$ cat config.mk
export PLATFORM = sky130hd
export DESIGN_NAME = stepper_step_sequencer_core
export DESIGN_NICKNAME = d
export VERILOG_FILES = /design/src/hw/rtl/stpseq_pkg.sv /design/src/hw/rtl/stpseq_core.sv /design/src/hw/rtl/stepper_step_sequencer_core.sv
export SDC_FILE = /design/constraint.sdc
export NUM_CORES = 1
export LEC_CHECK = 0
export BUFFER_PORTS_ARGS = -buffer_cell sky130_fd_sc_hd__buf_2
export CORE_AREA = 4 4 160 162
export CTS_CLUSTER_DIAMETER = 60
export DETAILED_ROUTE_END_ITERATION = 16
export DIE_AREA = 0 0 164 166
export MAX_ROUTING_LAYER = met4
export PLACE_DENSITY = 0.85
export SLEW_MARGIN = 25
export SYNTH_ARGS = -nofsm -noshare
export SYNTH_HDL_FRONTEND = slang
export SYNTH_SLANG_ARGS = --single-unit
$ cat constraint.sdc
create_clock -name clk -period 7.3 [get_ports clk]
set_clock_uncertainty 0.2 [all_clocks]
set_input_delay 0.365 -clock clk [delete_from_list [all_inputs] [get_ports clk]]
set_output_delay 0.365 -clock clk [all_outputs]
set_load 0.02 [all_outputs]
$ cat src/hw/rtl/stpseq_pkg.sv
// Package for the stepper step sequencer: field widths, command and run-state codes,
// register indexes, result struct and the coil pattern table.
// No dependencies.
package stpseq_pkg;

    // Field and state widths
    localparam int POSITION_BITS = 32;
    localparam int INTERVAL_BITS = 24;
    localparam int COUNT_BITS    = 32;
    localparam int COMMAND_BITS  = 3;
    localparam int COIL_BITS     = 4;
    localparam int RUN_BITS      = 2;
    localparam int PHASE_BITS    = 2;
    localparam int CFG_IDX_BITS  = 2;

    // Stream payload widths, whole bytes
    localparam int IN_FIELD_BITS  = COMMAND_BITS + COUNT_BITS + 1;
    localparam int IN_DATA_BITS   = ((IN_FIELD_BITS + 7) / 8) * 8;
    localparam int OUT_FIELD_BITS = COIL_BITS + POSITION_BITS + RUN_BITS + 1;
    localparam int OUT_DATA_BITS  = ((OUT_FIELD_BITS + 7) / 8) * 8;

    typedef enum logic [COMMAND_BITS-1:0] {
        CMD_TICK       = 3'd0,
        CMD_MOVE_REL   = 3'd1,
        CMD_MOVE_CONT  = 3'd2,
        CMD_STOP       = 3'd3,
        CMD_PAUSE      = 3'd4,
        CMD_RESUME     = 3'd5
    } command_t;

    typedef enum logic [RUN_BITS-1:0] {
        RUN_STOPPED = 2'd0,
        RUN_MOVING  = 2'd1,
        RUN_PAUSED  = 2'd2
    } run_state_t;

    // Configuration register indexes
    localparam logic [CFG_IDX_BITS-1:0] CFG_STEP_INTERVAL    = 2'd0;
    localparam logic [CFG_IDX_BITS-1:0] CFG_DELAY_CORRECTION = 2'd1;
    localparam logic [CFG_IDX_BITS-1:0] CFG_PHASE_MODE       = 2'd2;

    // Phase modes; bit 1 set means half-step (mode three acts as half-step)
    localparam logic [PHASE_BITS-1:0] PHASE_WAVE = 2'd0;
    localparam logic [PHASE_BITS-1:0] PHASE_FULL = 2'd1;
    localparam logic [PHASE_BITS-1:0] PHASE_HALF = 2'd2;

    typedef struct packed {
        logic                     wr;
        logic [CFG_IDX_BITS-1:0]  index;
        logic [INTERVAL_BITS-1:0] data;
    } cfg_write_t;

    typedef struct packed {
        logic                     stepped;
        run_state_t               run_state;
        logic [POSITION_BITS-1:0] position;
        logic [COIL_BITS-1:0]     coil_pattern;
    } result_t;

    // Coil table: wave group in entries 0..3, full group in entries 4..7
    localparam logic [COIL_BITS-1:0] COIL_TABLE [8] = '{
        4'b0001, 4'b0010, 4'b0100, 4'b1000,
        4'b0011, 4'b0110, 4'b1100, 4'b1001
    };

    function automatic logic [COIL_BITS-1:0] coil_lookup(
        input logic       group,
        input logic [1:0] idx
    );
        return COIL_TABLE[{group, idx}];
    endfunction

endpackage

$ cat src/hw/rtl/stpseq_core.sv
// Sequencer state and per-item update: position, target, timer, run state, coils,
// plus the configuration registers. Next result is presented combinationally.
// Depends on stpseq_pkg.
module stpseq_core
    import stpseq_pkg::*;
(
    input  logic                     clk,
    input  logic                     rst_n,
    input  cfg_write_t               cfg,
    input  logic                     item_fire,
    input  logic [COMMAND_BITS-1:0]  command,
    input  logic [COUNT_BITS-1:0]    step_count,
    input  logic                     direction,
    output result_t                  result
);

    // Configuration registers
    logic [INTERVAL_BITS-1:0] step_interval_reg;
    logic [INTERVAL_BITS-1:0] delay_correction_reg;
    logic [PHASE_BITS-1:0]    phase_mode_reg;

    // Motion state
    logic [POSITION_BITS-1:0] position_reg, position_next;
    logic [POSITION_BITS-1:0] target_reg, target_next;
    logic                     dir_reg, dir_next;
    logic                     cont_reg, cont_next;
    run_state_t               state_reg, state_next;
    logic [INTERVAL_BITS-1:0] tick_reg, tick_next;
    logic                     stop_reg, stop_next;
    logic [COIL_BITS-1:0]     coil_reg, coil_next;
    logic                     stepped;

    // Step period: interval minus correction, floor 1, halved in half-step
    logic [INTERVAL_BITS-1:0] diff;
    logic [INTERVAL_BITS-1:0] base_period;
    logic [INTERVAL_BITS-1:0] period;
    logic                     half_mode;

    assign half_mode   = phase_mode_reg[1];
    assign diff        = step_interval_reg - delay_correction_reg;
    assign base_period = (step_interval_reg > delay_correction_reg)
                         ? diff : INTERVAL_BITS'(1);

    always_comb
    begin
        period = base_period;
        if (half_mode)
        begin
            period = base_period >> 1;
            if (period == '0)
                period = INTERVAL_BITS'(1);
        end
    end

    // Timer expiry and the next position for a step
    logic [INTERVAL_BITS-1:0] tick_inc;
    logic                     expire;
    logic [POSITION_BITS-1:0] step_pos;
    logic                     coil_group;
    logic [1:0]               coil_idx;

    assign tick_inc = tick_reg + INTERVAL_BITS'(1);
    assign expire   = (tick_inc >= period);
    assign step_pos = dir_reg ? (position_reg - POSITION_BITS'(1))
                              : (position_reg + POSITION_BITS'(1));

    always_comb
    begin
        if (half_mode)
        begin
            coil_group = step_pos[0];
            coil_idx   = step_pos[2:1];
        end
        else
        begin
            coil_group = phase_mode_reg[0];
            coil_idx   = step_pos[1:0];
        end
    end

    // Per-item update
    always_comb
    begin
        position_next = position_reg;
        target_next   = target_reg;
        dir_next      = dir_reg;
        cont_next     = cont_reg;
        state_next    = state_reg;
        tick_next     = tick_reg;
        stop_next     = stop_reg;
        coil_next     = coil_reg;
        stepped       = 1'b0;

        case (command_t'(command))
            CMD_TICK:
            begin
                if (state_reg == RUN_MOVING)
                begin
                    tick_next = tick_inc;
                    if (expire)
                    begin
                        tick_next = '0;
                        if (stop_reg || (!cont_reg && position_reg == target_reg))
                        begin
                            // end of run
                            state_next = RUN_STOPPED;
                            coil_next  = '0;
                            cont_next  = 1'b0;
                            stop_next  = 1'b0;
                        end
                        else
                        begin
                            position_next = step_pos;
                            coil_next     = coil_lookup(coil_group, coil_idx);
                            stepped       = 1'b1;
                        end
                    end
                end
            end
            CMD_MOVE_REL:
            begin
                if (state_reg == RUN_STOPPED && step_count != '0 &&
                    step_interval_reg != '0)
                begin
                    target_next = position_reg + step_count[POSITION_BITS-1:0];
                    dir_next    = step_count[COUNT_BITS-1];
                    cont_next   = 1'b0;
                    stop_next   = 1'b0;
                    tick_next   = '0;
                    state_next  = RUN_MOVING;
                end
            end
            CMD_MOVE_CONT:
            begin
                if (state_reg == RUN_STOPPED && step_interval_reg != '0)
                begin
                    dir_next   = direction;
                    cont_next  = 1'b1;
                    stop_next  = 1'b0;
                    tick_next  = '0;
                    state_next = RUN_MOVING;
                end
            end
            CMD_STOP:
            begin
                if (state_reg != RUN_STOPPED)
                    stop_next = 1'b1;
            end
            CMD_PAUSE:
            begin
                if (state_reg == RUN_MOVING)
                    state_next = RUN_PAUSED;
            end
            CMD_RESUME:
            begin
                if (state_reg == RUN_PAUSED)
                    state_next = RUN_MOVING;
            end
            default:
            begin
            end
        endcase
    end

    assign result.stepped      = stepped;
    assign result.run_state    = state_next;
    assign result.position     = position_next;
    assign result.coil_pattern = coil_next;

    // Configuration registers; interval and phase only take writes while stopped
    always_ff @(posedge clk or negedge rst_n)
    begin
        if (!rst_n)
        begin
            step_interval_reg    <= '0;
            delay_correction_reg <= '0;
            phase_mode_reg       <= PHASE_FULL;
        end
        else if (cfg.wr)
        begin
            case (cfg.index)
                CFG_STEP_INTERVAL:
                begin
                    if (state_reg == RUN_STOPPED)
                        step_interval_reg <= cfg.data;
                end
                CFG_DELAY_CORRECTION:
                begin
                    delay_correction_reg <= cfg.data;
                end
                CFG_PHASE_MODE:
                begin
                    if (state_reg == RUN_STOPPED)
                        phase_mode_reg <= cfg.data[PHASE_BITS-1:0];
                end
                default:
                begin
                end
            endcase
        end
    end

    // Motion state registers
    always_ff @(posedge clk or negedge rst_n)
    begin
        if (!rst_n)
        begin
            position_reg <= '0;
            target_reg   <= '0;
            dir_reg      <= 1'b0;
            cont_reg     <= 1'b0;
            state_reg    <= RUN_STOPPED;
            tick_reg     <= '0;
            stop_reg     <= 1'b0;
            coil_reg     <= '0;
        end
        else if (item_fire)
        begin
            position_reg <= position_next;
            target_reg   <= target_next;
            dir_reg      <= dir_next;
            cont_reg     <= cont_next;
            state_reg    <= state_next;
            tick_reg     <= tick_next;
            stop_reg     <= stop_next;
            coil_reg     <= coil_next;
        end
    end

endmodule

$ cat src/hw/rtl/stepper_step_sequencer_core.sv
// Four-coil stepper step sequencer, top level.
// Input register, then result register; the state update is one pass between the two.
// Throughput: one item per cycle unless the result stream stalls (m_axis_tready low).
// Reset (rst_n low, async): stopped, position 0, coils off, phase mode full, interval 0.
// Depends on stpseq_pkg and stpseq_core.
module stepper_step_sequencer_core
    import stpseq_pkg::*;
(
    input  logic                     clk,
    input  logic                     rst_n,
    // Input stream
    input  logic                     s_axis_tvalid,
    output logic                     s_axis_tready,
    // [2:0] command, [34:3] step_count, [35] direction, [39:36] zero
    input  logic [IN_DATA_BITS-1:0]  s_axis_tdata,
    // Result stream
    output logic                     m_axis_tvalid,
    input  logic                     m_axis_tready,
    // [3:0] coil_pattern, [35:4] position, [37:36] run_state, [38] stepped, [39] zero
    output logic [OUT_DATA_BITS-1:0] m_axis_tdata,
    // Configuration write channel
    input  logic                     cfg_valid,
    output logic                     cfg_ready,
    input  logic [CFG_IDX_BITS-1:0]  cfg_index,
    input  logic [INTERVAL_BITS-1:0] cfg_data
);

    logic                     in_valid_reg;
    logic [IN_FIELD_BITS-1:0] in_data_reg;
    logic                     out_valid_reg;
    result_t                  out_data_reg;
    logic                     advance;
    result_t                  result;
    cfg_write_t               cfg;

    // Item moves into the result register when that register is free or draining
    assign advance       = in_valid_reg && (!out_valid_reg || m_axis_tready);
    assign s_axis_tready = !in_valid_reg || advance;

    assign cfg_ready = 1'b1;
    assign cfg.wr    = cfg_valid;
    assign cfg.index = cfg_index;
    assign cfg.data  = cfg_data;

    // Input register
    always_ff @(posedge clk or negedge rst_n)
    begin
        if (!rst_n)
            in_valid_reg <= 1'b0;
        else if (s_axis_tready)
            in_valid_reg <= s_axis_tvalid;
    end

    always_ff @(posedge clk)
    begin
        if (s_axis_tvalid && s_axis_tready)
            in_data_reg <= s_axis_tdata[IN_FIELD_BITS-1:0];
    end

    stpseq_core u_core (
        .clk        (clk),
        .rst_n      (rst_n),
        .cfg        (cfg),
        .item_fire  (advance),
        .command    (in_data_reg[COMMAND_BITS-1:0]),
        .step_count (in_data_reg[COMMAND_BITS +: COUNT_BITS]),
        .direction  (in_data_reg[IN_FIELD_BITS-1]),
        .result     (result)
    );

    // Result register
    always_ff @(posedge clk or negedge rst_n)
    begin
        if (!rst_n)
            out_valid_reg <= 1'b0;
        else if (advance)
            out_valid_reg <= 1'b1;
        else if (m_axis_tready)
            out_valid_reg <= 1'b0;
    end

    always_ff @(posedge clk)
    begin
        if (advance)
            out_data_reg <= result;
    end

    assign m_axis_tvalid = out_valid_reg;
    assign m_axis_tdata  = {{(OUT_DATA_BITS - OUT_FIELD_BITS){1'b0}},
                            out_data_reg.stepped,
                            out_data_reg.run_state,
                            out_data_reg.position,
                            out_data_reg.coil_pattern};

endmodule

==> summary.md <==
| Metric | Value |
|---|---|
| Sequential share of power | 27.9% |
| CTS Buf Count | 28 |
| Post-synth top flop | dfrtp_1 |
| EDFF count, synth | 75 |
| Clock root buffer | clkbuf_16 |
| Power Total | 7.02 mW |
| Worst-Skew Late Latency | 550 ps |
| Share of layout cells above drive strength 1 | between 10% and 20% |
| R2r startpoint | u_core.step_interval_reg[0] |
| I/O pin count | 114 |
| Slowest CP cell | inv_1 |
| Worst R2R Path Depth | 24 |
| Type of element launching the critical path | flop |
| Crit. End Element | flop |
| Post-DR wirelength/cell | 18.5 um |
| Iteration-0 DRC Markers | between 800 and 900 |
| Dpl hpwl | 25.1 mm |
| Pwr dens | 412 nW/um^2 |
| Hold Fails Final Rpt | 0 |
| Filler-free cell count of the finished design | 1966 |
| Post-synthesis instance total | ~1.4k |
| VDD IR-drop max | 0.000248 V |
| Max reg flops | 39 |
| Pint | ~4 mW |
| Total grt overflow | 0 |
| GRT Total Usage | about 27% |
| CTS clk-pin slew, worst paths | approximately 60 ps |
| Commonest non-fill, non-tap cells in the layout | dfrtp_1, nand2_1, ha_1, buf_2, mux2_2 |
| Most common cell after layout, fill and taps aside | dfrtp_1 |
| FF+latch count, synth | 224 |
| Final #Nets | 1807 |
| Area after DPL | 15400 sq um |
| First-pass GRT wire length | 58.9 mm |
| Final slew viol count | 0 |
| Design area | 17000 sq um |
| Logic pwr share | 50.9% |
| I/O Buffers | about 110 |
| Gp weighted congestion | 0.919 |
| Worst Path Buf+Inv | 4 |
| Syn nets | 1636 |
| Synth Warn # | 0 |
| Final wirelength | 36.4 mm |
| Hold path startpoint | cfg_valid |
| Max incr delay on CP | 590 ps |
| Clk pwr share | 21.1% |
| Worst R2R End | m_axis_tdata[23] |
| Clk sinks | 224 |
| Crit path depth | 24 |
| Crit path DAT | 6360 ps |
| Met3 GRT Util | roughly 3.2% |
| # setup viols final | 0 |
| Post-synthesis average cell area | 10.0 sq um |
| RSZ-0062 raised after global routing | no |
| Cell Chain, Critical Path | inv_1 -> ha_1 -> fa_1 -> nor2b_1 -> o31a_1 -> o221ai_1 -> a21boi_0 -> o21ai_0 -> a21oi_1 -> a21o_1 -> inv_1 -> nor2_1 -> o31ai_2 -> ha_1 -> nand2b_1 -> a21o_1 -> a21oi_1 -> o21ai_0 -> a41oi_1 -> o31ai_1 -> buf_4 -> nand3b_1 -> inv_1 -> mux2_2 |
| Final worst slack | 1030 ps |
| Final worst-path cycle share | 86.0% |
| CP dominant cell by count | inv_1 |
| Sw frac | a little over two fifths |
| Core area | 24100 sq um |
| Antenna violations before repair | 0 |
| Setup_tns | 0 ps |
| Fmax | 159 MHz |
| Worst setup path class | flop to flop |
| Hold path depth | 3 |
| Worst relative slew slack | a little over a third |
| Met1 Usage GRT | 32.7% |
| Grt met2 use | 47.3% |
| Tmin final | approximately 6300 ps |
| Via count | 11.8k |
| Placed Instances | 1849 |
| Largest net degree at the start of global routing | 81 |
| P_sw | 2.96 mW |
| Worst-Margin Slew | between 900 and 1000 ps |
| Status | finished, final reports clean |
| Die area | around 27000 sq um |
| Die Height | ~170 um |
| Leakage | 8.05 nW |
| WHS Endpoint | u_core.phase_mode_reg[1] |
| R2R setup slack | 1030 ps |
| DP Worst Slack | ~1200 ps |
| Worst Path Required | 7390 ps |
| MaxCap Viol Count | 0 |
| Synth-to-layout area growth | 17.5% |
| Synthesized area | 14500 sq um |
| Starting Density | 60.1% |
| H-Tree Depth | 1 |
| Post-CTS sizing | 0 |
| Register area share after synthesis | 41.3% |
| Tightest Hold Check Type | primary input to flop |
| Vias in the first global route | 12.0k |
| Drt drc | 0 |
| Die width | 164 um |
| Ys async rst share | between 60% and 70% |
| Delay-heaviest family, CP | compound AO/OA/AOI/OAI gates |
| Most Used Layer, Global Route | met2 |
| Vias per inst | 5.98 |
| Critical path peak fanout | 13 |
| Maximum root-to-sink buffer count | 3 |
| TritonCTS clock tree | done |
| Drt first pass iters | 5 |
| Site Rows | 57 |
| Antenna Nets Post-Route | 0 |
| Count of unique library cells instantiated by Yosys | 74 |
tightest hold or removal path: stages:
cell     delay, ps
buf_2           80
and3_1         270
o21ai_0        110
power groups by stage:
| stage | registers [mW] | clock network [mW] | logic, mW |
|---|---|---|---|
| 2_1_floorplan | 1.92 | 0 | 2.65 |
| 3_3_place_gp | 1.94 | 0 | 3.35 |
| 3_5_place_dp | 1.96 | 0 | 3.45 |
| 4_1_cts | 1.94 | 1.49 | 3.54 |
| 5_1_grt | 1.99 | 1.56 | 3.98 |
| 6_report | 1.96 | 1.48 | 3.57 |
metal layers:
metal | up-vias | part of all wire [%]
li1 | 5637 | -
met1 | 5720 | 40
met2 | 294 | 52
met3 | 99 | 3.9
met4 | 0 | 4.1
met5 | - | 0
through the flow:
step,utilization [%],hold slack [ps]
floorplan,-,-131
global placement,63.7,219
detailed placement,63.7,230
CTS,70.6,108
global route,70.6,132
finish,70.6,133
cells in the mapped netlist (24+ instances only):
library cell	instances	area share (%)
nand3_1	29	1.0
edfxtp_1	75	16
inv_1	61	1.6
nor4_1	24	1.0
ha_1	114	9.8
nor2_1	88	2.3
mux2_2	103	8.0
nand2_1	144	3.7
clkbuf_1	29	0.75
xnor2_1	62	3.7
o21ai_0	97	3.4
a21oi_1	87	3.0
dfrtp_1	148	26
a21o_1	40	2.1
xor2_1	71	4.3
area by class of cell:
cell class	count	area (sq um)
diodes	1	2.50
fillers	1768	7090
well taps	324	405
repair buffers	182	1270
inverters	62	233
flip-flops and latches	224	5980
clock buffers	36	792
multi-input cells	1121	8120
clock inverters	16	219
how the worst max path moves through the flow:
stage | start | end | slack, ps
floorplan | u_core.delay_correction_reg[0] | u_core.position_reg[23] | 1990
global placement | u_core.step_interval_reg[0] | u_core.position_reg[10] | 1210
detailed placement | u_core.step_interval_reg[0] | u_core.position_reg[10] | 1160
CTS | u_core.step_interval_reg[0] | u_core.position_reg[10] | 1060
global route | u_core.step_interval_reg[0] | u_core.position_reg[10] | 610
finish | u_core.step_interval_reg[0] | m_axis_tdata[23] | 1030
repair_timing:
item                                   CTS  global route
setup endpoints to repair                0             0
setup buffers                            0             0
endpoints found under the hold margin  157             0
hold buffers                            64             0
logic make-up (layout without fill, tap and decap cells):
kind of cell               after synthesis  count (layout)  synth area share [%]
AOI/OAI and AO/OA                      356             356                  15.9
muxes                                  108             108                  8.35
and+or+nand+nor                        405             405                  13.3
buffers and inverters                  103             296                  2.78
other                                    2               3                0.0518
xor gates and xnor gates               133             133                  8.04
DFF                                    224             224                  41.3
adders and majority gates              117             117                  10.3
(Power assumes the default switching activity.)
